## src/hsvw_pkg.sv

```systemverilog
// Shared widths, constants and sector codes of the HSV color-wheel converter.
package hsvw_pkg;

    // Field widths of the request and result payloads.
    localparam int HUE_W  = 16;
    localparam int SAT_W  = 9;
    localparam int BRI_W  = 9;
    localparam int CHAN_W = 8;

    // Default fixed-point formats.
    localparam int HUE_FRAC_BITS_DEF  = 6;
    localparam int UNIT_FRAC_BITS_DEF = 8;

    // Geometry of the wheel and the full-scale channel value.
    localparam int SECTOR_DEG   = 60;
    localparam int SECTOR_COUNT = 6;
    localparam int CHAN_MAX     = 255;

    // Sector codes, named after the hue range that each one spans.
    typedef logic [2:0] sector_t;
    localparam sector_t SEC_RED_YELLOW   = 3'd0;
    localparam sector_t SEC_YELLOW_GREEN = 3'd1;
    localparam sector_t SEC_GREEN_CYAN   = 3'd2;
    localparam sector_t SEC_CYAN_BLUE    = 3'd3;
    localparam sector_t SEC_BLUE_MAGENTA = 3'd4;
    localparam sector_t SEC_MAGENTA_RED  = 3'd5;

endpackage

```

## src/hsvw_in_if.sv

```systemverilog
// Request channel of the converter: hue, saturation and brightness.
interface hsvw_in_if;

    logic                          valid;
    logic                          ready;
    logic [hsvw_pkg::HUE_W-1:0]    hue;
    logic [hsvw_pkg::SAT_W-1:0]    saturation;
    logic [hsvw_pkg::BRI_W-1:0]    brightness;

    modport source (output valid, output hue, output saturation, output brightness,
                    input ready);
    modport sink   (input valid, input hue, input saturation, input brightness,
                    output ready);

endinterface

```

## src/hsvw_out_if.sv

```systemverilog
// Result channel of the converter: 8-bit red, green and blue.
interface hsvw_out_if;

    logic                          valid;
    logic                          ready;
    logic [hsvw_pkg::CHAN_W-1:0]   red;
    logic [hsvw_pkg::CHAN_W-1:0]   green;
    logic [hsvw_pkg::CHAN_W-1:0]   blue;

    modport source (output valid, output red, output green, output blue, input ready);
    modport sink   (input valid, input red, input green, input blue, output ready);

endinterface

```

## src/hsv_to_rgb_wheel.sv

```systemverilog
// Pipelined converter from a color-wheel point (hue, saturation, brightness) to RGB.
//
// Usage:
//   Requests enter on the hsv channel (valid/ready): hue in 1/64 degree (any
//   16-bit value, taken modulo a full turn), saturation and brightness in Q8,
//   where 256 is 1.0 and larger values saturate. Each request yields exactly
//   one result on the rgb channel (valid/ready) with truncated 8-bit channels.
//   The datapath is an eight-stage pipeline; while the receiver does not stall,
//   a new request is taken in every cycle, so the sustained rate is one pixel
//   per clock. The longest stage paths are the hue reciprocal multiply, the
//   ramp products and the final reciprocal multiply that divides by the
//   sector span.
//   Every stage carries a valid bit and moves only when it is empty or the stage
//   after it moves, so a stall of the receiver fills bubbles first and then
//   drops ready on the hsv channel; no request is lost or repeated.
//   Reset (rst_n low, asynchronous) empties the pipeline; ready is high right
//   after reset. There is no configuration and no state between requests.
module hsv_to_rgb_wheel #(
    parameter int HUE_FRAC_BITS  = hsvw_pkg::HUE_FRAC_BITS_DEF,
    parameter int UNIT_FRAC_BITS = hsvw_pkg::UNIT_FRAC_BITS_DEF
) (
    input  logic              clk,
    input  logic              rst_n,
    hsvw_in_if.sink           hsv,
    hsvw_out_if.source        rgb
);

    // ---------------------------------------------------------------------------------
    // Derived constants.
    // ---------------------------------------------------------------------------------
    localparam int STAGES = 8;
    localparam int HW     = hsvw_pkg::HUE_W;
    localparam int CHW    = hsvw_pkg::CHAN_W;
    localparam int UF     = UNIT_FRAC_BITS;
    localparam int UW     = UF + 1;
    localparam int SATCW  = (hsvw_pkg::SAT_W > UW) ? hsvw_pkg::SAT_W : UW;
    localparam int BRICW  = (hsvw_pkg::BRI_W > UW) ? hsvw_pkg::BRI_W : UW;
    localparam int SECW   = $clog2(hsvw_pkg::SECTOR_COUNT);

    localparam longint unsigned SPAN = 64'(hsvw_pkg::SECTOR_DEG) << HUE_FRAC_BITS;
    localparam longint unsigned ONE  = 64'd1 << UF;
    localparam int SPW = $clog2(SPAN + 1);

    // Reciprocal of the sector span for a 16-bit hue (exact floor division).
    localparam int              S_H  = HW + $clog2(SPAN);
    localparam longint unsigned M_H  = ((64'd1 << S_H) + SPAN - 1) / SPAN;
    localparam int              MHW  = $clog2(M_H + 1);
    localparam longint unsigned QMAX = ((64'd1 << HW) - 1) / SPAN;
    localparam int              QW   = $clog2(QMAX + 1);

    // Reciprocal of the sector count for the sector index modulo six.
    localparam int              S_6  = QW + SECW;
    localparam longint unsigned M_6  = ((64'd1 << S_6) + hsvw_pkg::SECTOR_COUNT - 1)
                                       / hsvw_pkg::SECTOR_COUNT;
    localparam int              M6W  = $clog2(M_6 + 1);

    // Ramp datapath widths.
    localparam int              TW   = $clog2(SPAN * ONE + 1);
    localparam int              PW   = TW + UW;
    localparam int              ISW  = 2 * UF + 1;
    localparam longint unsigned YMAX = 64'(hsvw_pkg::CHAN_MAX) * SPAN;
    localparam int              YW   = $clog2(YMAX + 1);

    // Reciprocal of the sector span for the scaled ramp numerator.
    localparam int              S_Y  = YW + $clog2(SPAN);
    localparam longint unsigned M_Y  = ((64'd1 << S_Y) + SPAN - 1) / SPAN;
    localparam int              MYW  = $clog2(M_Y + 1);

    // ---------------------------------------------------------------------------------
    // Pipeline control: a stage advances when it is empty or the next one advances.
    // ---------------------------------------------------------------------------------
    logic [STAGES:1] valid_reg;
    logic [STAGES:1] adv;
    logic [STAGES:0] vchain;

    always_comb
    begin
        adv[STAGES] = !valid_reg[STAGES] || rgb.ready;
        for (int k = STAGES - 1; k >= 1; k--)
        begin
            adv[k] = !valid_reg[k] || adv[k + 1];
        end
        vchain = {valid_reg, hsv.valid};
    end

    assign hsv.ready = adv[1];
    assign rgb.valid = valid_reg[STAGES];

    always_ff @(posedge clk or negedge rst_n)
    begin
        if (!rst_n)
        begin
            valid_reg <= '0;
        end
        else
        begin
            for (int k = 1; k <= STAGES; k++)
            begin
                if (adv[k])
                begin
                    valid_reg[k] <= vchain[k - 1];
                end
            end
        end
    end

    // ---------------------------------------------------------------------------------
    // Stage 1: clamp radius and scale, coarse sector index by reciprocal multiply.
    // ---------------------------------------------------------------------------------
    logic [SATCW-1:0]   sat_ext;
    logic [BRICW-1:0]   bri_ext;
    logic [UW-1:0]      rad1_next;
    logic [UW-1:0]      scl1_next;
    logic [HW+MHW-1:0]  hprod;
    logic [QW-1:0]      qa1_next;
    logic [HW-1:0]      hue1_reg;
    logic [QW-1:0]      qa1_reg;
    logic [UW-1:0]      rad1_reg;
    logic [UW-1:0]      scl1_reg;

    always_comb
    begin
        sat_ext   = SATCW'(hsv.saturation);
        bri_ext   = BRICW'(hsv.brightness);
        rad1_next = (sat_ext > SATCW'(ONE)) ? UW'(ONE) : UW'(sat_ext);
        scl1_next = (bri_ext > BRICW'(ONE)) ? UW'(ONE) : UW'(bri_ext);
        hprod     = (HW+MHW)'(hsv.hue) * (HW+MHW)'(M_H);
        qa1_next  = QW'(hprod >> S_H);
    end

    always_ff @(posedge clk)
    begin
        if (adv[1])
        begin
            hue1_reg <= hsv.hue;
            qa1_reg  <= qa1_next;
            rad1_reg <= rad1_next;
            scl1_reg <= scl1_next;
        end
    end

    // ---------------------------------------------------------------------------------
    // Stage 2: offset inside the sector, and the quotient of the index by six.
    // ---------------------------------------------------------------------------------
    logic [HW-1:0]      base2;
    logic [SPW-1:0]     off2_next;
    logic [QW+M6W-1:0]  q6prod;
    logic [QW-1:0]      q62_next;
    logic [SPW-1:0]     off2_reg;
    logic [QW-1:0]      qa2_reg;
    logic [QW-1:0]      q62_reg;
    logic [UW-1:0]      rad2_reg;
    logic [UW-1:0]      scl2_reg;

    always_comb
    begin
        base2     = HW'(HW'(qa1_reg) * HW'(SPAN));
        off2_next = SPW'(hue1_reg - base2);
        q6prod    = (QW+M6W)'(qa1_reg) * (QW+M6W)'(M_6);
        q62_next  = QW'(q6prod >> S_6);
    end

    always_ff @(posedge clk)
    begin
        if (adv[2])
        begin
            off2_reg <= off2_next;
            qa2_reg  <= qa1_reg;
            q62_reg  <= q62_next;
            rad2_reg <= rad1_reg;
            scl2_reg <= scl1_reg;
        end
    end

    // ---------------------------------------------------------------------------------
    // Stage 3: sector number, ramp position and inverted radius.
    // ---------------------------------------------------------------------------------
    hsvw_pkg::sector_t  sec3_next;
    logic [SPW-1:0]     num3_next;
    logic [UW-1:0]      inv3_next;
    hsvw_pkg::sector_t  sec3_reg;
    logic [SPW-1:0]     num3_reg;
    logic [UW-1:0]      inv3_reg;
    logic [UW-1:0]      scl3_reg;

    always_comb
    begin
        sec3_next = SECW'(qa2_reg - QW'(QW'(q62_reg) * QW'(hsvw_pkg::SECTOR_COUNT)));
        // The ramp rises in even sectors and falls in odd ones.
        num3_next = sec3_next[0] ? (SPW'(SPAN) - off2_reg) : off2_reg;
        inv3_next = UW'(ONE) - rad2_reg;
    end

    always_ff @(posedge clk)
    begin
        if (adv[3])
        begin
            sec3_reg <= sec3_next;
            num3_reg <= num3_next;
            inv3_reg <= inv3_next;
            scl3_reg <= scl2_reg;
        end
    end

    // ---------------------------------------------------------------------------------
    // Stage 4: ramp blend, inverted-radius and scale product, and the dominant channel.
    // ---------------------------------------------------------------------------------
    logic [TW-1:0]      t4_next;
    logic [ISW-1:0]     is4_next;
    logic [UW+7:0]      dom_prod;
    logic [CHW-1:0]     dom4_next;
    logic [TW-1:0]      t4_reg;
    logic [ISW-1:0]     is4_reg;
    logic [CHW-1:0]     dom4_reg;
    logic [UW-1:0]      scl4_reg;
    hsvw_pkg::sector_t  sec4_reg;

    always_comb
    begin
        t4_next   = (TW'(num3_reg) << UF)
                  + TW'(TW'(SPW'(SPAN) - num3_reg) * TW'(inv3_reg));
        is4_next  = ISW'(inv3_reg) * ISW'(scl3_reg);
        dom_prod  = (UW+8)'(scl3_reg) * (UW+8)'(hsvw_pkg::CHAN_MAX);
        dom4_next = CHW'(dom_prod >> UF);
    end

    always_ff @(posedge clk)
    begin
        if (adv[4])
        begin
            t4_reg   <= t4_next;
            is4_reg  <= is4_next;
            dom4_reg <= dom4_next;
            scl4_reg <= scl3_reg;
            sec4_reg <= sec3_reg;
        end
    end

    // ---------------------------------------------------------------------------------
    // Stage 5: scale the ramp blend, finish the falling channel.
    // ---------------------------------------------------------------------------------
    logic [PW-1:0]      p5_next;
    logic [ISW+7:0]     fall_prod;
    logic [CHW-1:0]     fall5_next;
    logic [PW-1:0]      p5_reg;
    logic [CHW-1:0]     fall5_reg;
    logic [CHW-1:0]     dom5_reg;
    hsvw_pkg::sector_t  sec5_reg;

    always_comb
    begin
        p5_next    = PW'(t4_reg) * PW'(scl4_reg);
        fall_prod  = (ISW+8)'(is4_reg) * (ISW+8)'(hsvw_pkg::CHAN_MAX);
        fall5_next = CHW'(fall_prod >> (2 * UF));
    end

    always_ff @(posedge clk)
    begin
        if (adv[5])
        begin
            p5_reg    <= p5_next;
            fall5_reg <= fall5_next;
            dom5_reg  <= dom4_reg;
            sec5_reg  <= sec4_reg;
        end
    end

    // ---------------------------------------------------------------------------------
    // Stage 6: apply full scale and drop the two unit fractions.
    // ---------------------------------------------------------------------------------
    logic [PW+7:0]      y_prod;
    logic [YW-1:0]      y6_next;
    logic [YW-1:0]      y6_reg;
    logic [CHW-1:0]     fall6_reg;
    logic [CHW-1:0]     dom6_reg;
    hsvw_pkg::sector_t  sec6_reg;

    always_comb
    begin
        y_prod  = (PW+8)'(p5_reg) * (PW+8)'(hsvw_pkg::CHAN_MAX);
        y6_next = YW'(y_prod >> (2 * UF));
    end

    always_ff @(posedge clk)
    begin
        if (adv[6])
        begin
            y6_reg    <= y6_next;
            fall6_reg <= fall5_reg;
            dom6_reg  <= dom5_reg;
            sec6_reg  <= sec5_reg;
        end
    end

    // ---------------------------------------------------------------------------------
    // Stage 7: divide by the sector span through its reciprocal.
    // ---------------------------------------------------------------------------------
    logic [YW+MYW-1:0]  r_prod;
    logic [CHW-1:0]     ramp7_next;
    logic [CHW-1:0]     ramp7_reg;
    logic [CHW-1:0]     fall7_reg;
    logic [CHW-1:0]     dom7_reg;
    hsvw_pkg::sector_t  sec7_reg;

    always_comb
    begin
        r_prod     = (YW+MYW)'(y6_reg) * (YW+MYW)'(M_Y);
        ramp7_next = CHW'(r_prod >> S_Y);
    end

    always_ff @(posedge clk)
    begin
        if (adv[7])
        begin
            ramp7_reg <= ramp7_next;
            fall7_reg <= fall6_reg;
            dom7_reg  <= dom6_reg;
            sec7_reg  <= sec6_reg;
        end
    end

    // ---------------------------------------------------------------------------------
    // Stage 8: route the three levels to red, green and blue by sector.
    // ---------------------------------------------------------------------------------
    logic [CHW-1:0] red_next;
    logic [CHW-1:0] green_next;
    logic [CHW-1:0] blue_next;
    logic [CHW-1:0] red_reg;
    logic [CHW-1:0] green_reg;
    logic [CHW-1:0] blue_reg;

    always_comb
    begin
        unique case (sec7_reg)
            hsvw_pkg::SEC_RED_YELLOW:
            begin
                red_next = dom7_reg;  green_next = ramp7_reg; blue_next = fall7_reg;
            end
            hsvw_pkg::SEC_YELLOW_GREEN:
            begin
                red_next = ramp7_reg; green_next = dom7_reg;  blue_next = fall7_reg;
            end
            hsvw_pkg::SEC_GREEN_CYAN:
            begin
                red_next = fall7_reg; green_next = dom7_reg;  blue_next = ramp7_reg;
            end
            hsvw_pkg::SEC_CYAN_BLUE:
            begin
                red_next = fall7_reg; green_next = ramp7_reg; blue_next = dom7_reg;
            end
            hsvw_pkg::SEC_BLUE_MAGENTA:
            begin
                red_next = ramp7_reg; green_next = fall7_reg; blue_next = dom7_reg;
            end
            default:
            begin
                red_next = dom7_reg;  green_next = fall7_reg; blue_next = ramp7_reg;
            end
        endcase
    end

    always_ff @(posedge clk)
    begin
        if (adv[8])
        begin
            red_reg   <= red_next;
            green_reg <= green_next;
            blue_reg  <= blue_next;
        end
    end

    assign rgb.red   = red_reg;
    assign rgb.green = green_reg;
    assign rgb.blue  = blue_reg;

    // ---------------------------------------------------------------------------------
    // Assertions.
    // ---------------------------------------------------------------------------------

    // An empty output stage lets every stage move, so a request is always taken.
    a_ready_when_out_empty: assert property (@(posedge clk) disable iff (!rst_n)
        !valid_reg[STAGES] |-> hsv.ready)
        else $error("request refused while the output stage is empty");

    // A full pipeline with a stalled receiver must refuse new requests.
    a_full_stall_blocks: assert property (@(posedge clk) disable iff (!rst_n)
        (&valid_reg && !rgb.ready) |-> !hsv.ready)
        else $error("request taken while the full pipeline is stalled");

    // The offset stays inside its sector.
    a_offset_in_sector: assert property (@(posedge clk) disable iff (!rst_n)
        valid_reg[2] |-> (off2_reg < SPW'(SPAN)))
        else $error("sector offset out of range");

    // The index reduction modulo six gives a real sector.
    a_sector_range: assert property (@(posedge clk) disable iff (!rst_n)
        valid_reg[3] |-> (sec3_reg <= hsvw_pkg::SEC_MAGENTA_RED))
        else $error("sector number out of range");

    // The dominant level bounds the ramp and the falling level.
    a_levels_ordered: assert property (@(posedge clk) disable iff (!rst_n)
        valid_reg[7] |-> (ramp7_reg <= dom7_reg && fall7_reg <= ramp7_reg))
        else $error("channel levels out of order");

endmodule
```

## src/flat_wrapper.sv

```systemverilog
// flat-port wrapper written by rule: the top's interface ports become plain ports
module hsv_to_rgb_wheel_flat 
#(
    parameter int HUE_FRAC_BITS  = hsvw_pkg::HUE_FRAC_BITS_DEF,
    parameter int UNIT_FRAC_BITS = hsvw_pkg::UNIT_FRAC_BITS_DEF
)
  (clk, rst_n, hsv_valid, hsv_hue, hsv_saturation, hsv_brightness, hsv_ready, rgb_valid, rgb_red, rgb_green, rgb_blue, rgb_ready);
  hsvw_in_if hsv_i ();
  hsvw_out_if rgb_i ();
  input  logic clk;
  input  logic rst_n;
  input wire logic [$bits(hsv_i.valid)-1:0] hsv_valid;
  input wire logic [$bits(hsv_i.hue)-1:0] hsv_hue;
  input wire logic [$bits(hsv_i.saturation)-1:0] hsv_saturation;
  input wire logic [$bits(hsv_i.brightness)-1:0] hsv_brightness;
  output wire logic [$bits(hsv_i.ready)-1:0] hsv_ready;
  output wire logic [$bits(rgb_i.valid)-1:0] rgb_valid;
  output wire logic [$bits(rgb_i.red)-1:0] rgb_red;
  output wire logic [$bits(rgb_i.green)-1:0] rgb_green;
  output wire logic [$bits(rgb_i.blue)-1:0] rgb_blue;
  input wire logic [$bits(rgb_i.ready)-1:0] rgb_ready;
  assign hsv_i.valid = hsv_valid;
  assign hsv_i.hue = hsv_hue;
  assign hsv_i.saturation = hsv_saturation;
  assign hsv_i.brightness = hsv_brightness;
  assign hsv_ready = hsv_i.ready;
  assign rgb_valid = rgb_i.valid;
  assign rgb_red = rgb_i.red;
  assign rgb_green = rgb_i.green;
  assign rgb_blue = rgb_i.blue;
  assign rgb_i.ready = rgb_ready;
  hsv_to_rgb_wheel #(.HUE_FRAC_BITS(HUE_FRAC_BITS), .UNIT_FRAC_BITS(UNIT_FRAC_BITS)) u_core (.clk(clk), .rst_n(rst_n), .hsv(hsv_i), .rgb(rgb_i));
endmodule
```

## config.mk

```make
export PLATFORM = sky130hd
export DESIGN_NAME = hsv_to_rgb_wheel_flat
export DESIGN_NICKNAME = d
export VERILOG_FILES = /design/src/hsvw_pkg.sv /design/src/hsvw_in_if.sv /design/src/hsvw_out_if.sv /design/src/hsv_to_rgb_wheel.sv /design/src/flat_wrapper.sv
export SDC_FILE = /design/constraint.sdc
export NUM_CORES = 2
export LEC_CHECK = 0
export ABC_AREA = 1
export BUFFER_PORTS_ARGS = -buffer_cell sky130_fd_sc_hd__buf_2
export CORE_ASPECT_RATIO = 0.5
export CORE_UTILIZATION = 65
export DETAILED_ROUTE_END_ITERATION = 10
export PLACE_DENSITY_LB_ADDON = 0.15
export SLEW_MARGIN = 20
export SYNTH_ARGS = -nofsm -noshare
export SYNTH_HDL_FRONTEND = slang
export SYNTH_SLANG_ARGS = --single-unit
```

## constraint.sdc

```tcl
create_clock -name clk -period 14.5 [get_ports clk]
set_clock_uncertainty 0.2 [all_clocks]
set_input_delay 1.45 -clock clk [delete_from_list [all_inputs] [get_ports clk]]
set_output_delay 1.45 -clock clk [all_outputs]
set_load 0.005 [all_outputs]
```

==> impl_metrics.csv <==
group,metric,value,unit
status,status,"finished, final reports clean",
clocking,post_cts_buffers,0,
clocking,post_cts_resized,0,
critical_path,slowest_delay,0.63,ns
critical_path,cp.required,14.66,ns
floorplan,die_x,352,um
worst_hold_path,hold_start,"u_core.hue1_reg[2]$_DFFE_PP_",
synthesis,avgSynthCellArea,9.18,um2
synthesis,yosysTopAreaCell,"fa_1",
worst_hold_path,hold_depth,0,
synthesis,synth_nets,5441,
synthesis,netlist_instances,4337,
floorplan,die_h,177,um
global_routing,grt_first_pass_wirelength,140,mm
clocking,cts-buffers-inserted,29,
synthesis,synth_compound_area_share,5.83,%
synthesis,synth_xor_area_share,2.66,%
synthesis,yosys-top-cells-area,"fa_1, edfxtp_1, ha_1, inv_1, nand2_1",
timing,finalMaxSlewViolations,0,
critical_path,timing.critical_path.mode_cell,"inv_1",
job,drv_cap,0,
final_layout,largest_reg_flops,29,
clocking,cts.clk_slew.worst_paths,0.08,ns
synthesis,synth_warnings,0,
synthesis,ys_seq_area_share,23.0,%
route,viasPerCell,5.41,
clocking,max-clock-path-buffers,3,
clocking,cts_max_level,1,
clocking,cts_tree,"done",
clocking,ctsHoldBuffers,0,
final_layout,final_layout_size_suffix_gt1_share,3.62,%
synthesis,synth.top_cell.area_share,29.0,%
critical_path,path_max_fanout,11,
synthesis,synthFlopType,"edfxtp_1",
worst_hold_path,hp-class,"reg2reg",
route,antenna_left,0,
placed_design,detailedPlace.worstSlack,8.03,ns
critical_path,rr_worst_depth,26,
placed_design,place_congestion,0.948,
critical_path,cpMaxStageDelayCell,"edfxtp_1",
clocking,clk_latency,0.59,ns
route,drcViolationCount,0,
route,dr.pass1.iters,6,
timing,period_needed,6.45,ns
final_layout,final.fill_count,4680,
critical_path,worstPathArrival,6.61,ns
global_routing,grt_pass1_vias,28700,
route,vias,28200,
clocking,root_buffer,"clkbuf_16",
critical_path,cp-start-kind,"flip-flop",
critical_path,path_buf_inv,9,
critical_path,end_kind,"flip-flop",
timing,fmaxAchievable,155,MHz
floorplan,placementRows,63,
synthesis,async_flop_share,2.61,%
timing,hold_viol_final,0,
timing,tns,0,ns
synthesis,yosysMostFrequentCell,"inv_1",
floorplan,core_region_area,59900,um2
synthesis,syn_area,39800,um2
placed_design,hpwlAfterDp,71.0,mm
floorplan,start_util,66.5,%
global_routing,grt_max_degree,51,
timing,tightestPinTransition,0.955,ns
timing,worst_slack,8.05,ns
synthesis,yosys.area_share.simple,13.0,%
timing,min_period_over_period,44.5,%
route,drtIter0Drc,1751,
critical_path,rr_endpoint,"u_core.t4_reg[19]$_DFFE_PP_",
final_layout,fin_nets,5476,
critical_path,setup.worst_path.start,"u_core.num3_reg[0]$_DFFE_PP_",
global_routing,grt_overflow,0,
route,drt_wl_total,83.7,mm
synthesis,muxShareOfSynthArea,0,%
route,wire_per_inst,16.1,um
timing,rsz0062_at_grt,"no",
critical_path,regToRegStartpoint,"u_core.num3_reg[0]$_DFFE_PP_",
placed_design,portBuffers,63,
synthesis,synth_top_family_by_area,"adder cells",
clocking,cts_sinks,306,
critical_path,path_delay_family,"adder cells",
global_routing,grt_util_all_layers,27.8,%
critical_path,worstSetupPathType,"reg2reg",
critical_path,rrSetupSlack,8.05,ns
floorplan,ios,64,
synthesis,yosys.area_share.adder,44.4,%
final_layout,antenna_cells,0,
floorplan,die_area,62300,um2
final_layout,area_delta_synth_final,5.03,%
synthesis,ys_types,52,
timing,maxSlewHeadroom,36.1,%
global_routing,antenna_found_initial,0,
timing,setup_viol,0,
synthesis,synth_common_cells,"inv_1, nand2_1, fa_1",
synthesis,synth_seq_cells,306,
synthesis,synth_edf_count,298,
worst_hold_path,holdPathEnd,"u_core.off2_reg[2]$_DFFE_PP_",
[worst register-to-register path, delay by kind of cell, from the launching register on]
| kind | cells | cell delay, ns |
|---|---|---|
| AOI/OAI and AO/OA | 1 | 0.29 |
| adders and majority gates | 7 | 3.15 |
| buffers and inverters | 9 | 0.77 |
| DFF | 1 | 0.63 |
| and+or+nand+nor | 9 | 1.18 |
[cells in the final DEF, fill, tap and decap left out, types with 5 or more instances in the layout]
cell	count
a21oi_1	197
nor3_1	35
buf_4	8
o21ai_1	10
nand4_1	35
o21a_1	7
xnor2_1	42
dfrtp_1	8
a21o_1	18
inv_1	1105
o221ai_1	8
fa_1	577
edfxtp_1	298
nor2_1	222
clkbuf_1	7
o21bai_1	14
nor4_1	11
nand3_1	99
xor2_1	79
a31oi_1	7
nand2_2	15
nand2_1	804
clkbuf_16	29
o211ai_1	22
o21ai_0	102
ha_1	489
o31ai_1	8
inv_6	5
nor3_2	6
buf_2	63
a21boi_0	6
nor2_2	6
[metal layers]
metal	part of all wire, %	track usage [%]
met1	46	40.1
met2	47	46.5
met3	5.7	2.88
met4	1.6	4.71
met5	0	0
[logic make-up (layout without fill, tap and decap cells)]
kind of cell             count (synthesis)  after routing
AO/OA/AOI/OAI                          410            410
XOR/XNOR                               121            121
adder cells (fa/ha/maj)               1066           1066
buffers and inverters                 1178           1233
flip-flops                             306            306
AND/OR/NAND/NOR                       1256           1256
[through the flow]
stage                     hold slack, ns  instances  util, %  area [um2]
after CTS                          0.216       5204     69.8       41800
after global routing               0.225       5204     69.8       41800
after detailed placement           0.205       5153     68.4       41000
after floorplan                    0.200       4337        -       39800
final                              0.213       5204     69.8       41800
after global placement             0.202       5153     68.4       41000
[area by class of cell]
type | instances | area, um2 | share of cell area (%)
multi-input cells | 2853 | 26200 | 62.7
well taps | 812 | 1020 | 2.43
flip-flops and latches | 306 | 9150 | 21.9
repair buffers | 71 | 375 | 0.897
inverters | 1111 | 4170 | 9.98
clock inverters | 14 | 104 | 0.248
clock buffers | 37 | 766 | 1.83
[worst max-delay path by stage]
| stage | to | slack (ns) | cells past startpoint |
|---|---|---|---|
| floorplan | hsv_ready | 7.96 | 10 |
| global placement | hsv_ready | 8.17 | 14 |
| detailed placement | hsv_ready | 8.03 | 14 |
| CTS | hsv_ready | 8.03 | 14 |
| global route | u_core.t4_reg[19]$_DFFE_PP_ | 7.64 | 26 |
| finish | u_core.t4_reg[19]$_DFFE_PP_ | 8.05 | 26 |
Power is left out: the tool's default activity adds up to more than one toggle a clock period on the data nets, which glitch-free logic cannot reach.
